--- src/rlbd_pkg.sv ---
// Shared types for the run-length byte decoder: command queue entry, result
// record, state encodings and status codes. No dependencies.
`timescale 1ns / 1ps

package rlbd_pkg;

    localparam int CNT_W      = 17;
    localparam int FIFO_DEPTH = 2;   // power of two: pointers wrap freely
    localparam int FIFO_AW    = $clog2(FIFO_DEPTH);

    localparam logic [1:0] ST_RUNNING = 2'd0;
    localparam logic [1:0] ST_OK      = 2'd1;
    localparam logic [1:0] ST_NO_TERM = 2'd2;

    typedef enum logic [1:0] {
        PH_CTRL,
        PH_REPEAT,
        PH_LITERAL
    } front_phase_t;

    typedef enum logic {
        BK_IDLE,
        BK_RUN
    } back_state_t;

    // One classified source byte, queued for the emitter.
    typedef struct packed {
        logic [7:0]       data;      // byte to repeat or copy
        logic [6:0]       len;       // bytes to emit: run length, 1 or 0
        logic             close;     // this byte closes the stream
        logic             term;      // close came from a terminator byte
        logic [CNT_W-1:0] consumed;  // source count including this byte
    } cmd_t;

    typedef struct packed {
        logic [7:0]       data_first;
        logic [7:0]       data_second;
        logic [1:0]       byte_count;
        logic             run_last;
        logic             stream_done;
        logic [1:0]       status;
        logic [CNT_W-1:0] bytes_written;
        logic [CNT_W-1:0] bytes_consumed;
    } res_t;

endpackage

--- src/run_length_byte_decoder_core.sv ---
// Top level of the signed-count run-length byte decoder: capacity register,
// front end, command queue and emitter. Uses rlbd_pkg and the rlbd_* modules.
//
// Usage:
//   Source beats enter on s_tvalid/s_tready; s_tdata[7:0] is the encoded
//   byte and s_tlast flags the last byte of a source stream. A control byte
//   is a signed count: zero terminates, +n repeats the next byte n times,
//   -n copies the next n bytes as literals.
//   Result beats leave on m_tvalid/m_tready, each carrying up to two decoded
//   bytes plus the running written and consumed counts. m_tlast marks the
//   last result caused by one source byte; m_tuser flags the closing result
//   and its status.
//   cfg_wr_en/cfg_wr_data load the output capacity; write it only while idle.
//   Flow: a source beat is written into the queue, popped into the emitter's
//   command registers, and its first result is then registered at the output.
//   A repeat run goes out up to two bytes per result, a literal byte as one;
//   the emitter finishes one command before popping the next and so sets the
//   throughput, while the two-entry queue lets source beats continue during a run.
//   Reset: synchronous, active low; clears the stream state, empties the
//   queue, drops any pending result and sets the capacity to 65536.
//   Stall: while m_tready is low the current result holds, the emitter waits,
//   and once the queue fills s_tready drops.
`timescale 1ns / 1ps

module run_length_byte_decoder_core
    import rlbd_pkg::*;
(
    input  logic        aclk,
    input  logic        aresetn,
    // configuration
    input  logic        cfg_wr_en,
    input  logic [16:0] cfg_wr_data,   // out_capacity
    // source channel
    input  logic        s_tvalid,
    output logic        s_tready,
    input  logic [7:0]  s_tdata,       // [7:0] src_byte
    input  logic        s_tlast,       // src_last
    // result channel
    output logic        m_tvalid,
    input  logic        m_tready,
    output logic [55:0] m_tdata,       // [7:0] data_first, [15:8] data_second,
                                       // [17:16] byte_count, [34:18] bytes_written,
                                       // [51:35] bytes_consumed, [55:52] zero
    output logic        m_tlast,       // run_last
    output logic [2:0]  m_tuser        // [0] stream_done, [2:1] status
);

    localparam logic [CNT_W-1:0] CAP_LIMIT = 17'h10000;

    logic [CNT_W-1:0] cap_reg;
    logic [CNT_W-1:0] cap_eff;

    logic q_push, q_pop, q_full, q_empty;
    cmd_t q_cmd, q_head;
    res_t res;

    // Hold the capacity; clamp to the supported output limit.
    always_ff @(posedge aclk) begin
        if (!aresetn) begin
            cap_reg <= CAP_LIMIT;
        end else if (cfg_wr_en) begin
            cap_reg <= cfg_wr_data;
        end
    end

    assign cap_eff = (cap_reg > CAP_LIMIT) ? CAP_LIMIT : cap_reg;

    rlbd_front u_front (
        .aclk     (aclk),
        .aresetn  (aresetn),
        .in_valid (s_tvalid),
        .in_ready (s_tready),
        .in_byte  (s_tdata),
        .in_last  (s_tlast),
        .q_full   (q_full),
        .q_push   (q_push),
        .q_cmd    (q_cmd)
    );

    rlbd_cmd_fifo u_fifo (
        .aclk     (aclk),
        .aresetn  (aresetn),
        .push     (q_push),
        .push_cmd (q_cmd),
        .pop      (q_pop),
        .head_cmd (q_head),
        .full     (q_full),
        .empty    (q_empty)
    );

    rlbd_back u_back (
        .aclk      (aclk),
        .aresetn   (aresetn),
        .cap       (cap_eff),
        .q_empty   (q_empty),
        .q_head    (q_head),
        .q_pop     (q_pop),
        .out_valid (m_tvalid),
        .out_ready (m_tready),
        .out_res   (res)
    );

    // Pack the result record onto the stream bus.
    assign m_tdata = {4'd0, res.bytes_consumed, res.bytes_written, res.byte_count,
                      res.data_second, res.data_first};
    assign m_tlast = res.run_last;
    assign m_tuser = {res.status, res.stream_done};

endmodule

--- src/rlbd_front.sv ---
// Front end: accepts source beats, tracks control/run phase and source count,
// and queues one command per byte that may yield results. Uses rlbd_pkg.
`timescale 1ns / 1ps

module rlbd_front
    import rlbd_pkg::*;
(
    input  logic       aclk,
    input  logic       aresetn,
    input  logic       in_valid,
    output logic       in_ready,
    input  logic [7:0] in_byte,
    input  logic       in_last,
    input  logic       q_full,
    output logic       q_push,
    output cmd_t       q_cmd
);

    localparam logic [CNT_W-1:0] CNT_MAX = {CNT_W{1'b1}};

    front_phase_t     phase_reg, phase_next;
    logic [7:0]       remaining_reg, remaining_next;
    logic [CNT_W-1:0] consumed_reg, consumed_next;
    logic             finished_reg, finished_next;

    logic             accept;
    logic [CNT_W-1:0] consumed_inc;
    logic             close;

    assign in_ready = !q_full;
    assign accept   = in_valid && in_ready;
    assign consumed_inc = (consumed_reg == CNT_MAX) ? consumed_reg
                                                    : consumed_reg + 1'b1;

    always_ff @(posedge aclk) begin
        if (!aresetn) begin
            phase_reg     <= PH_CTRL;
            remaining_reg <= '0;
            consumed_reg  <= '0;
            finished_reg  <= 1'b0;
        end else begin
            phase_reg     <= phase_next;
            remaining_reg <= remaining_next;
            consumed_reg  <= consumed_next;
            finished_reg  <= finished_next;
        end
    end

    always_comb begin
        phase_next     = phase_reg;
        remaining_next = remaining_reg;
        consumed_next  = consumed_reg;
        finished_next  = finished_reg;
        q_push         = 1'b0;
        close          = 1'b0;
        q_cmd.data     = in_byte;
        q_cmd.len      = '0;
        q_cmd.close    = 1'b0;
        q_cmd.term     = 1'b0;
        q_cmd.consumed = consumed_inc;

        if (accept) begin
            if (finished_reg) begin
                // drop trailing bytes; the flagged last one rearms the stream
                if (in_last) begin
                    phase_next     = PH_CTRL;
                    remaining_next = '0;
                    consumed_next  = '0;
                    finished_next  = 1'b0;
                end
            end else begin
                consumed_next = consumed_inc;
                unique case (phase_reg)
                    PH_REPEAT: begin
                        q_push         = 1'b1;
                        q_cmd.len      = remaining_reg[6:0];
                        phase_next     = PH_CTRL;
                        remaining_next = '0;
                    end
                    PH_LITERAL: begin
                        q_push         = 1'b1;
                        q_cmd.len      = 7'd1;
                        remaining_next = remaining_reg - 1'b1;
                        if (remaining_reg == 8'd1) begin
                            phase_next = PH_CTRL;
                        end
                    end
                    default: begin
                        if (in_byte == 8'd0) begin
                            q_cmd.term = 1'b1;
                            q_push     = 1'b1;
                        end else if (!in_byte[7]) begin
                            phase_next     = PH_REPEAT;
                            remaining_next = in_byte;
                        end else begin
                            phase_next     = PH_LITERAL;
                            remaining_next = 8'd0 - in_byte;
                        end
                        if (in_last) begin
                            q_push = 1'b1;
                        end
                    end
                endcase

                close       = q_cmd.term || in_last;
                q_cmd.close = close;
                if (close) begin
                    phase_next     = PH_CTRL;
                    remaining_next = '0;
                    consumed_next  = '0;
                    finished_next  = !in_last;
                end
            end
        end
    end

endmodule

--- src/rlbd_cmd_fifo.sv ---
// Short command queue between front end and emitter, held in flip-flops.
// Uses rlbd_pkg for the entry type and depth.
`timescale 1ns / 1ps

module rlbd_cmd_fifo
    import rlbd_pkg::*;
(
    input  logic aclk,
    input  logic aresetn,
    input  logic push,
    input  cmd_t push_cmd,
    input  logic pop,
    output cmd_t head_cmd,
    output logic full,
    output logic empty
);

    cmd_t               entry_reg [FIFO_DEPTH];
    logic [FIFO_AW-1:0] wr_ptr_reg, wr_ptr_next;
    logic [FIFO_AW-1:0] rd_ptr_reg, rd_ptr_next;
    logic [FIFO_AW:0]   count_reg, count_next;

    assign full     = (count_reg == (FIFO_AW+1)'(FIFO_DEPTH));
    assign empty    = (count_reg == '0);
    assign head_cmd = entry_reg[rd_ptr_reg];

    always_comb begin
        wr_ptr_next = wr_ptr_reg + (push ? 1'b1 : 1'b0);
        rd_ptr_next = rd_ptr_reg + (pop ? 1'b1 : 1'b0);
        count_next  = count_reg;
        if (push && !pop) begin
            count_next = count_reg + 1'b1;
        end else if (pop && !push) begin
            count_next = count_reg - 1'b1;
        end
    end

    always_ff @(posedge aclk) begin
        if (!aresetn) begin
            wr_ptr_reg <= '0;
            rd_ptr_reg <= '0;
            count_reg  <= '0;
        end else begin
            wr_ptr_reg <= wr_ptr_next;
            rd_ptr_reg <= rd_ptr_next;
            count_reg  <= count_next;
        end
    end

    always_ff @(posedge aclk) begin
        if (push) begin
            entry_reg[wr_ptr_reg] <= push_cmd;
        end
    end

endmodule

--- src/rlbd_back.sv ---
// Emitter: pops commands, writes decoded bytes up to two per result against the
// capacity limit, appends closing status, drives the output register. Uses rlbd_pkg.
`timescale 1ns / 1ps

module rlbd_back
    import rlbd_pkg::*;
(
    input  logic             aclk,
    input  logic             aresetn,
    input  logic [CNT_W-1:0] cap,
    input  logic             q_empty,
    input  cmd_t             q_head,
    output logic             q_pop,
    output logic             out_valid,
    input  logic             out_ready,
    output res_t             out_res
);

    back_state_t      state_reg, state_next;
    logic [CNT_W-1:0] written_reg, written_next;
    logic [6:0]       left_reg, left_next;
    logic [7:0]       data_reg, data_next;
    logic             close_reg, close_next;
    logic [1:0]       status_reg, status_next;
    logic [CNT_W-1:0] consumed_reg, consumed_next;
    logic             out_valid_reg, out_valid_next;
    res_t             out_res_reg, out_res_next;

    logic             slot_free;
    logic             can_write;
    logic             two;
    logic [CNT_W:0]   written_plus1;
    logic [CNT_W-1:0] written_step;
    logic [6:0]       left_step;
    logic             final_beat;

    assign out_valid = out_valid_reg;
    assign out_res   = out_res_reg;
    assign slot_free = !out_valid_reg || out_ready;

    assign written_plus1 = {1'b0, written_reg} + 1'b1;
    assign can_write     = (left_reg != '0) && (written_reg < cap);
    assign two           = (left_reg >= 7'd2) && (written_plus1 < {1'b0, cap});
    assign written_step  = written_reg + (two ? CNT_W'(2) : CNT_W'(1));
    assign left_step     = left_reg - (two ? 7'd2 : 7'd1);
    assign final_beat    = !((left_step != '0) && (written_step < cap));

    always_ff @(posedge aclk) begin
        if (!aresetn) begin
            state_reg     <= BK_IDLE;
            written_reg   <= '0;
            out_valid_reg <= 1'b0;
        end else begin
            state_reg     <= state_next;
            written_reg   <= written_next;
            out_valid_reg <= out_valid_next;
        end
    end

    always_ff @(posedge aclk) begin
        left_reg     <= left_next;
        data_reg     <= data_next;
        close_reg    <= close_next;
        status_reg   <= status_next;
        consumed_reg <= consumed_next;
        out_res_reg  <= out_res_next;
    end

    always_comb begin
        state_next     = state_reg;
        written_next   = written_reg;
        left_next      = left_reg;
        data_next      = data_reg;
        close_next     = close_reg;
        status_next    = status_reg;
        consumed_next  = consumed_reg;
        out_res_next   = out_res_reg;
        out_valid_next = out_valid_reg && !out_ready;
        q_pop          = 1'b0;

        unique case (state_reg)
            BK_IDLE: begin
                if (!q_empty) begin
                    q_pop         = 1'b1;
                    left_next     = q_head.len;
                    data_next     = q_head.data;
                    close_next    = q_head.close;
                    consumed_next = q_head.consumed;
                    // a terminator with nothing allowed out still reports failure
                    status_next   = (q_head.term && cap != '0) ? ST_OK : ST_NO_TERM;
                    state_next    = BK_RUN;
                end
            end
            BK_RUN: begin
                if (can_write) begin
                    if (slot_free) begin
                        out_valid_next              = 1'b1;
                        out_res_next.data_first     = data_reg;
                        out_res_next.data_second    = two ? data_reg : 8'd0;
                        out_res_next.byte_count     = two ? 2'd2 : 2'd1;
                        out_res_next.run_last       = final_beat;
                        out_res_next.stream_done    = final_beat && close_reg;
                        out_res_next.status         = (final_beat && close_reg) ?
                                                      status_reg : ST_RUNNING;
                        out_res_next.bytes_written  = written_step;
                        out_res_next.bytes_consumed = consumed_reg;
                        written_next                = written_step;
                        left_next                   = left_step;
                        if (final_beat) begin
                            state_next = BK_IDLE;
                            if (close_reg) begin
                                written_next = '0;
                            end
                        end
                    end
                end else if (close_reg) begin
                    // close with nothing to write (no bytes left or capacity reached): emit an empty closing result
                    if (slot_free) begin
                        out_valid_next              = 1'b1;
                        out_res_next.data_first     = 8'd0;
                        out_res_next.data_second    = 8'd0;
                        out_res_next.byte_count     = 2'd0;
                        out_res_next.run_last       = 1'b1;
                        out_res_next.stream_done    = 1'b1;
                        out_res_next.status         = status_reg;
                        out_res_next.bytes_written  = written_reg;
                        out_res_next.bytes_consumed = consumed_reg;
                        written_next                = '0;
                        state_next                  = BK_IDLE;
                    end
                end else begin
                    state_next = BK_IDLE;
                end
            end
            default: begin
                state_next = BK_IDLE;
            end
        endcase
    end

endmodule

--- config.mk ---
export PLATFORM = sky130hd
export DESIGN_NAME = run_length_byte_decoder_core
export DESIGN_NICKNAME = d
export VERILOG_FILES = /design/src/rlbd_pkg.sv /design/src/run_length_byte_decoder_core.sv /design/src/rlbd_front.sv /design/src/rlbd_cmd_fifo.sv /design/src/rlbd_back.sv
export SDC_FILE = /design/constraint.sdc
export NUM_CORES = 1
export LEC_CHECK = 0
export BUFFER_PORTS_ARGS = -buffer_cell sky130_fd_sc_hd__buf_4
export CAP_MARGIN = 20
export CORE_ASPECT_RATIO = 1.75
export CORE_MARGIN = 1.5
export CORE_UTILIZATION = 55
export DETAILED_ROUTE_END_ITERATION = 12
export PLACE_DENSITY_LB_ADDON = 0.15
export SYNTH_ARGS = -nofsm -noshare
export SYNTH_HDL_FRONTEND = slang
export SYNTH_HIERARCHICAL = 1
export SYNTH_SLANG_ARGS = --single-unit
--- constraint.sdc ---
create_clock -name aclk -period 11.2 [get_ports aclk]
set_clock_uncertainty 0.05 [all_clocks]
set_input_delay 1.68 -clock aclk [delete_from_list [all_inputs] [get_ports aclk]]
set_output_delay 1.68 -clock aclk [all_outputs]
set_load 0.02 [all_outputs]
Yosys cells after proc, flatten, opt, wreduce, memory -nomap -nowiden
Memory sizes are Yosys's and may differ from the RTL's. A register that Yosys moved wholly into a read port is not among the register bits.
Index checks and enable logic that the tools add are counted.
- output and inout port bits: 62
- memories kept: 1
- input port bits: 31
- register bits: 159
- RAM bits: 68
- word-level logic and storage cells: 155
- memory list (memory ; words ; bits a word ; read ports ; clocked after Yosys merged registers in ; write ports ; line ; text):
    u_fifo.entry_reg ; 2 ; 34 ; 1 ; 1 ; 1 ; rlbd_cmd_fifo.sv:18 ; cmd_t entry_reg [FIFO_DEPTH];
- bitwise operators: 2
- equal/unequal tests: 11
- reduce and logical (&&, ||, !) cells: 32
- multiplexer cells: 70
- $lt $le $gt $ge: 5
- add/sub/neg operators: 10
- operator list (cell ; number):
    $mux 56 ; 4
    $mux 17 ; 11
    $mux 8 ; 6
    $lt 17x17->1 ; 2
    $pmux 7 s2 ; 2
    $mux 1 ; 26
    $mux 2 ; 13
    $mux 7 ; 3
    $add 17x1->18 const B ; 1
    $lt 18x17->1 ; 1
    $mux 9 ; 2
    $add 17x1->17 const B ; 1
    $add 17x17->17 ; 1
    $eq 17x17->1 const B ; 1
    $gt 17x17->1 const B ; 1
    $reduce_bool 17->1 ; 1
    $pmux 8 s2 ; 1
    $reduce_bool 7->1 ; 2
    $logic_and 1x1->1 ; 9
    $reduce_and 3->1 ; 3
    $eq 8x1->1 const B ; 1
    $logic_not 8->1 ; 1
    $ne 2x2->1 const B ; 4
    $sub 1x8->8 const A ; 1
    other kinds (20) ; 32

Depth between registers and ports, before layout
- depth after elaboration: 13
- gate-level depth with buffers: 30
- depth with buffers taken out: 26

Hierarchy
The synthesis kept the hierarchy.
- by module, submodules not included (module ; cells an instance ; area an instance (sq um) ; instances ; seq. area each (sq um)):
    rlbd_back ; 539 ; 6019.5 ; 1 ; 3113.0
    rlbd_cmd_fifo ; 128 ; 2680.1 ; 1 ; 2142.1
    rlbd_front ; 277 ; 2208.4 ; 1 ; 560.5
    run_length_byte_decoder_core ; 82 ; 869.6 ; 1 ; 340.3

Worst setup path before layout
OpenSTA, ideal clock, no wires.
- path type: register -> register
- start point: reg u_back.written_reg[8]
- end point: reg u_back.written_reg[5]
- setup slack: 5.166 ns
- data required time: 11.028 ns
- stages on the path, launching flop included: 31
- data arrival time: 5.862 ns
- clock period less this slack: 6.034 ns
- path buffers: 4
- cell sequence: dfxtp_1 -> buf_2 -> and3_1 -> clkbuf_1 -> nand2_1 -> nor2_1 -> nand3_1 -> xnor2_1 -> ha_1 -> a21o_1 -> a21o_1 -> a211oi_1 -> nand2_1 -> o21a_1 -> inv_1 -> fa_1 -> and2_1 -> clkbuf_1 -> and3_1 -> nand3_1 -> and2_1 -> or2_2 -> ha_1 -> nand4_1 -> nor3_1 -> a22o_1 -> a31oi_1 -> a21boi_1 -> clkbuf_1 -> nor3_1 -> a221o_1
- word-level cells in the longest chain between the ends: 10
- elaborated cells on any way between the ends: 18
- classes of those cells: add/sub (3); order compare (3); mux (6); reduce/logical (6)
- ends and longest elaborated chain (element ; line ; text):
    from (decl) ; rlbd_back.sv:20 ; logic [CNT_W-1:0] written_reg, written_next;
    from (signal assigned) ; rlbd_back.sv:55 ; written_reg <= written_next;
    $add 17x1->18 (*) ; rlbd_back.sv:41 ; assign written_plus1 = {1'b0, written_reg} + 1'b1;
    $lt 18x17->1 (*) ; rlbd_back.sv:43 ; assign two = (left_reg >= 7'd2) && (written_plus1 < {1'b0, cap});
    $logic_and 1x1->1 (*) ; rlbd_back.sv:43 ;
    named net u_back.two ; rlbd_back.sv:31 ; logic two;
    $mux 2 ; rlbd_back.sv:44, rlbd_back.sv:45 ;
    $add 17x17->17 / $sub 7x7->7 (equally long branches) ; rlbd_back.sv:44, rlbd_back.sv:45 ;
    $lt 17x17->1 / $reduce_bool 7->1 (equally long branches) ; rlbd_back.sv:46 ; assign final_beat = !((left_step != '0) && (written_step < cap));
    $logic_and 1x1->1 ; rlbd_back.sv:46 ;
    $mux 17 (*) ; rlbd_back.sv:109 ; if (final_beat) begin
    $mux 17 (*) ; rlbd_back.sv:96 ; if (slot_free) begin
    $mux 17 (*) ; rlbd_back.sv:95 ; if (can_write) begin
Mark *: on every way through the listed nets, which the timed path passes. The rest lies on a longest branch. The select of a mux whose other input is x is not followed.
A chain may end at the register's enable or synchronous reset.

Worst setup path in the final report
- start point: reg u_back.written_reg[2]
- end point: reg u_back.written_reg[15]
The elaborated chain is that of the path after synthesis.

==> impl_metrics.env <==
export IMPL_p_leak_nw=5.047
export IMPL_fin_nets=1184
export IMPL_wl_met3_mm=1.204
export IMPL_async_flop_share_pct=0
export IMPL_swShare_pct=30.85
export IMPL_gp_congestion=0.9888
export IMPL_setup_tns_ps=0
export IMPL_die_area_sq_mm=0.02234
export IMPL_track_usage_pct=24.92
export IMPL_vias=8095
export IMPL_wire_per_inst_um=20.25
export IMPL_die_h_um=196.6
export IMPL_critPathMaxStageDelay_ps=610
export IMPL_cts_tree="yes"
export IMPL_p_int_mw=1.834
export IMPL_viasPerCell=5.974
export IMPL_synth_avg_cell_area_sq_um=11.48
export IMPL_required_ps=11580
export IMPL_timing_hold_violations_final=0
export IMPL_wl_mm=27.44
export IMPL_path_class="flop to flop"
export IMPL_final_common_cell="edfxtp_1"
export IMPL_clk_latency_ps=490
export IMPL_p_seq_share_pct=45.9
export IMPL_wl_met2_mm=14.64
export IMPL_setup_viol=0
export IMPL_die_w_um=113.6
export IMPL_dp_cells=1317
export IMPL_ys_flop_type="edfxtp_1"
export IMPL_cts_clk_slew_worst_paths_ps=70
export IMPL_slew_violations=0
export IMPL_status="finished clean"
export IMPL_cts_sinks=228
export IMPL_p_sw_mw=0.8181
export IMPL_top_layer="met4"
export IMPL_syn_area_sq_mm=0.01178
export IMPL_fillers=1719
export IMPL_wl_met1_mm=9.700
export IMPL_cp_slowest_cell="dfxtp_1"
export IMPL_root_buffer="clkbuf_16"
export IMPL_ys_ff_latch=228
export IMPL_cp_end_kind="flop"
export IMPL_worst_slew_pin_transition_ps=987.0
export IMPL_boundaryPins=93
export IMPL_ant_nets=0
export IMPL_min_delay_path_class="flop to flop"
export IMPL_grt_antenna_before_repair=0
export IMPL_initialDrtViolationCount=470
export IMPL_cts_buffer_depth=3
export IMPL_drcViolationCount=0
export IMPL_post_cts_resized=0
export IMPL_max_freq_mhz=137.2
export IMPL_drive_above_1_share_pct=18.04
export IMPL_min_period_ps=7289
export IMPL_layout_cells_non_filler=1355
export IMPL_rsz0062_at_grt="false"
export IMPL_critical_path_startpoint_type="flop"
export IMPL_start_util_pct=56.26
export IMPL_cts_setup_buffers=0
export IMPL_grt_max_degree=53
export IMPL_cp_data_arrival_time_ps=7670
export IMPL_timing_hold_ws_ps=364.2
export IMPL_power_frac_comb_pct=26.8
export IMPL_final_cell_mix="159 x edfxtp_1, 95 x buf_4, 69 x dfxtp_1"
export IMPL_area_growth_syn_to_layout_pct=11.95
export IMPL_cts_hold_buf=0
export IMPL_synth_edf_count=159
export IMPL_ff_latch_area_sq_mm=0.006156
export IMPL_grt_pass1_vias=8091
export IMPL_ys_warnings_count=6
export IMPL_multi_input_area_sq_mm=0.005146
export IMPL_p_clk_share_pct=27.4
export IMPL_crit_path_max_fanout=14
export IMPL_diodes=0
export IMPL_numCtsBuffers=21
export IMPL_largest_register_ff_count=68
export IMPL_htree_levels=1
export IMPL_synthesis_instances=1026
export IMPL_synth_cell_types=78
export IMPL_slew_headroom_pct=33.51
export IMPL_overflow=0
export IMPL_fin_crit_sh_pct=65.08
export IMPL_rows=70
export IMPL_grt_pass1_wl_mm=43.15
export IMPL_io_buffers=88
export IMPL_hpwl_mm=20.26
export IMPL_drtPass1Iterations=6
export IMPL_core_area_sq_mm=0.02093
export IMPL_power_density_mw_per_mm2=201.2
export IMPL_cap_violations=0
export IMPL_seq_area_frac_synth_pct=52.27
export IMPL_irDropWorstVdd_v=0.0001299
power by group through the flow:
stage / clock network (mW) / registers (mW) / logic (mW)
2_1_floorplan: 0 / 1.28 / 0.403
3_3_place_gp: 0 / 1.23 / 0.701
3_5_place_dp: 0 / 1.24 / 0.710
4_1_cts: 0.743 / 1.22 / 0.715
5_1_grt: 0.772 / 1.23 / 0.767
6_report: 0.726 / 1.22 / 0.710
cell type report:
class,instances,share of cell area (%)
inverter,41,1.167
timing repair buffer,96,5.447
sequential,228,46.69
clock buffer,27,4.308
clock inverter,10,0.9679
tap,252,2.391
multi-input combinational,701,39.03
per-stage QoR:
stage / power, mW / setup slack, ps / utilization (%) / area, sq um
2_1_floorplan: 1.686 / 5166 / - / 11790
3_3_place_gp: 1.930 / 3871 / 59.64 / 12480
3_5_place_dp: 1.946 / 3638 / 59.64 / 12480
4_1_cts: 2.676 / 3593 / 62.96 / 13180
5_1_grt: 2.771 / 3277 / 62.99 / 13190
6_report: 2.652 / 3911 / 62.99 / 13190
cells in the mapped netlist (3+ instances only):
cell type / n / area, sq um
nor4_1: 13 / 81.33
nor4_4: 3 / 63.81
nor2_1: 44 / 165.2
o31ai_1: 10 / 75.07
and3_1: 18 / 112.6
mux2i_1: 18 / 180.2
mux2_2: 37 / 416.7
nand3_1: 48 / 240.2
a211oi_1: 4 / 30.03
and2_1: 31 / 193.9
nand4_1: 20 / 125.1
ha_1: 62 / 775.7
a31oi_1: 10 / 62.56
o21ai_1: 3 / 15.01
a22oi_1: 4 / 30.03
nor3_1: 19 / 95.09
a21oi_1: 40 / 200.2
or2_2: 7 / 43.79
o21ai_0: 24 / 120.1
a221o_1: 11 / 110.1
a21o_1: 13 / 97.59
inv_1: 41 / 153.9
edfxtp_1: 159 / 4775
xor2_1: 14 / 122.6
o211ai_1: 3 / 22.52
clkbuf_1: 20 / 75.07
nor2b_1: 38 / 237.7
a41oi_1: 3 / 26.28
buf_2: 13 / 65.06
or3_1: 3 / 18.77
a21boi_0: 3 / 22.52
xnor2_1: 55 / 481.7
buf_4: 18 / 135.1
a22o_1: 4 / 35.03
nand2_1: 67 / 251.5
and4_1: 5 / 43.79
nand2b_1: 8 / 50.05
o21a_1: 12 / 90.09
buf_6: 4 / 45.04
o21ba_2: 3 / 30.03
dfxtp_1: 69 / 1381
worst max-delay path, delay by kind of cell (launching register included):
kind | cells | cell delay [ps]
simple gates | 13 | 2940
buf+inv | 3 | 890
flops | 1 | 610
xor+xnor | 1 | 160
fa+ha+maj | 3 | 1040
compound gates | 8 | 1510
kinds of logic (layout without fill, tap and decap cells):
group                    count (synthesis)  in the layout  share of synthesized area, %
XOR/XNOR                                69             69                         5.131
buffers and inverters                  100            174                         4.249
AO/OA/AOI/OAI                          166            166                         9.986
multiplexers                            55             55                         5.067
other                                    1              4                       0.03184
flip-flops                             228            228                         52.27
adder cells (fa/ha/maj)                 64             64                         6.927
AND/OR/NAND/NOR                        343            343                         16.34
layer usage:
metal  vias up  track usage [%]
met3        96            2.983
met2       263            46.54
met4         0            15.51
met5         -                0
met1      3872            26.07
li1       3864                -
path summary, 6_finish.rpt:
kind                                                          from                             endpoint  slack [ps]  depth (start not counted)
worst max-delay path            u_back/written_reg[2]$_SDFFE_PN0P_  u_back/written_reg[15]$_SDFFE_PN0P_        3910                         28
worst min-delay path             u_back/consumed_reg[13]$_DFFE_PP_         u_back/out_res[13]$_DFFE_PP_         360                          0
worst max register to register  u_back/written_reg[2]$_SDFFE_PN0P_  u_back/written_reg[15]$_SDFFE_PN0P_        3910                         28
worst min register to register   u_back/consumed_reg[13]$_DFFE_PP_         u_back/out_res[13]$_DFFE_PP_         360                          0
(Power assumes the default switching activity.)
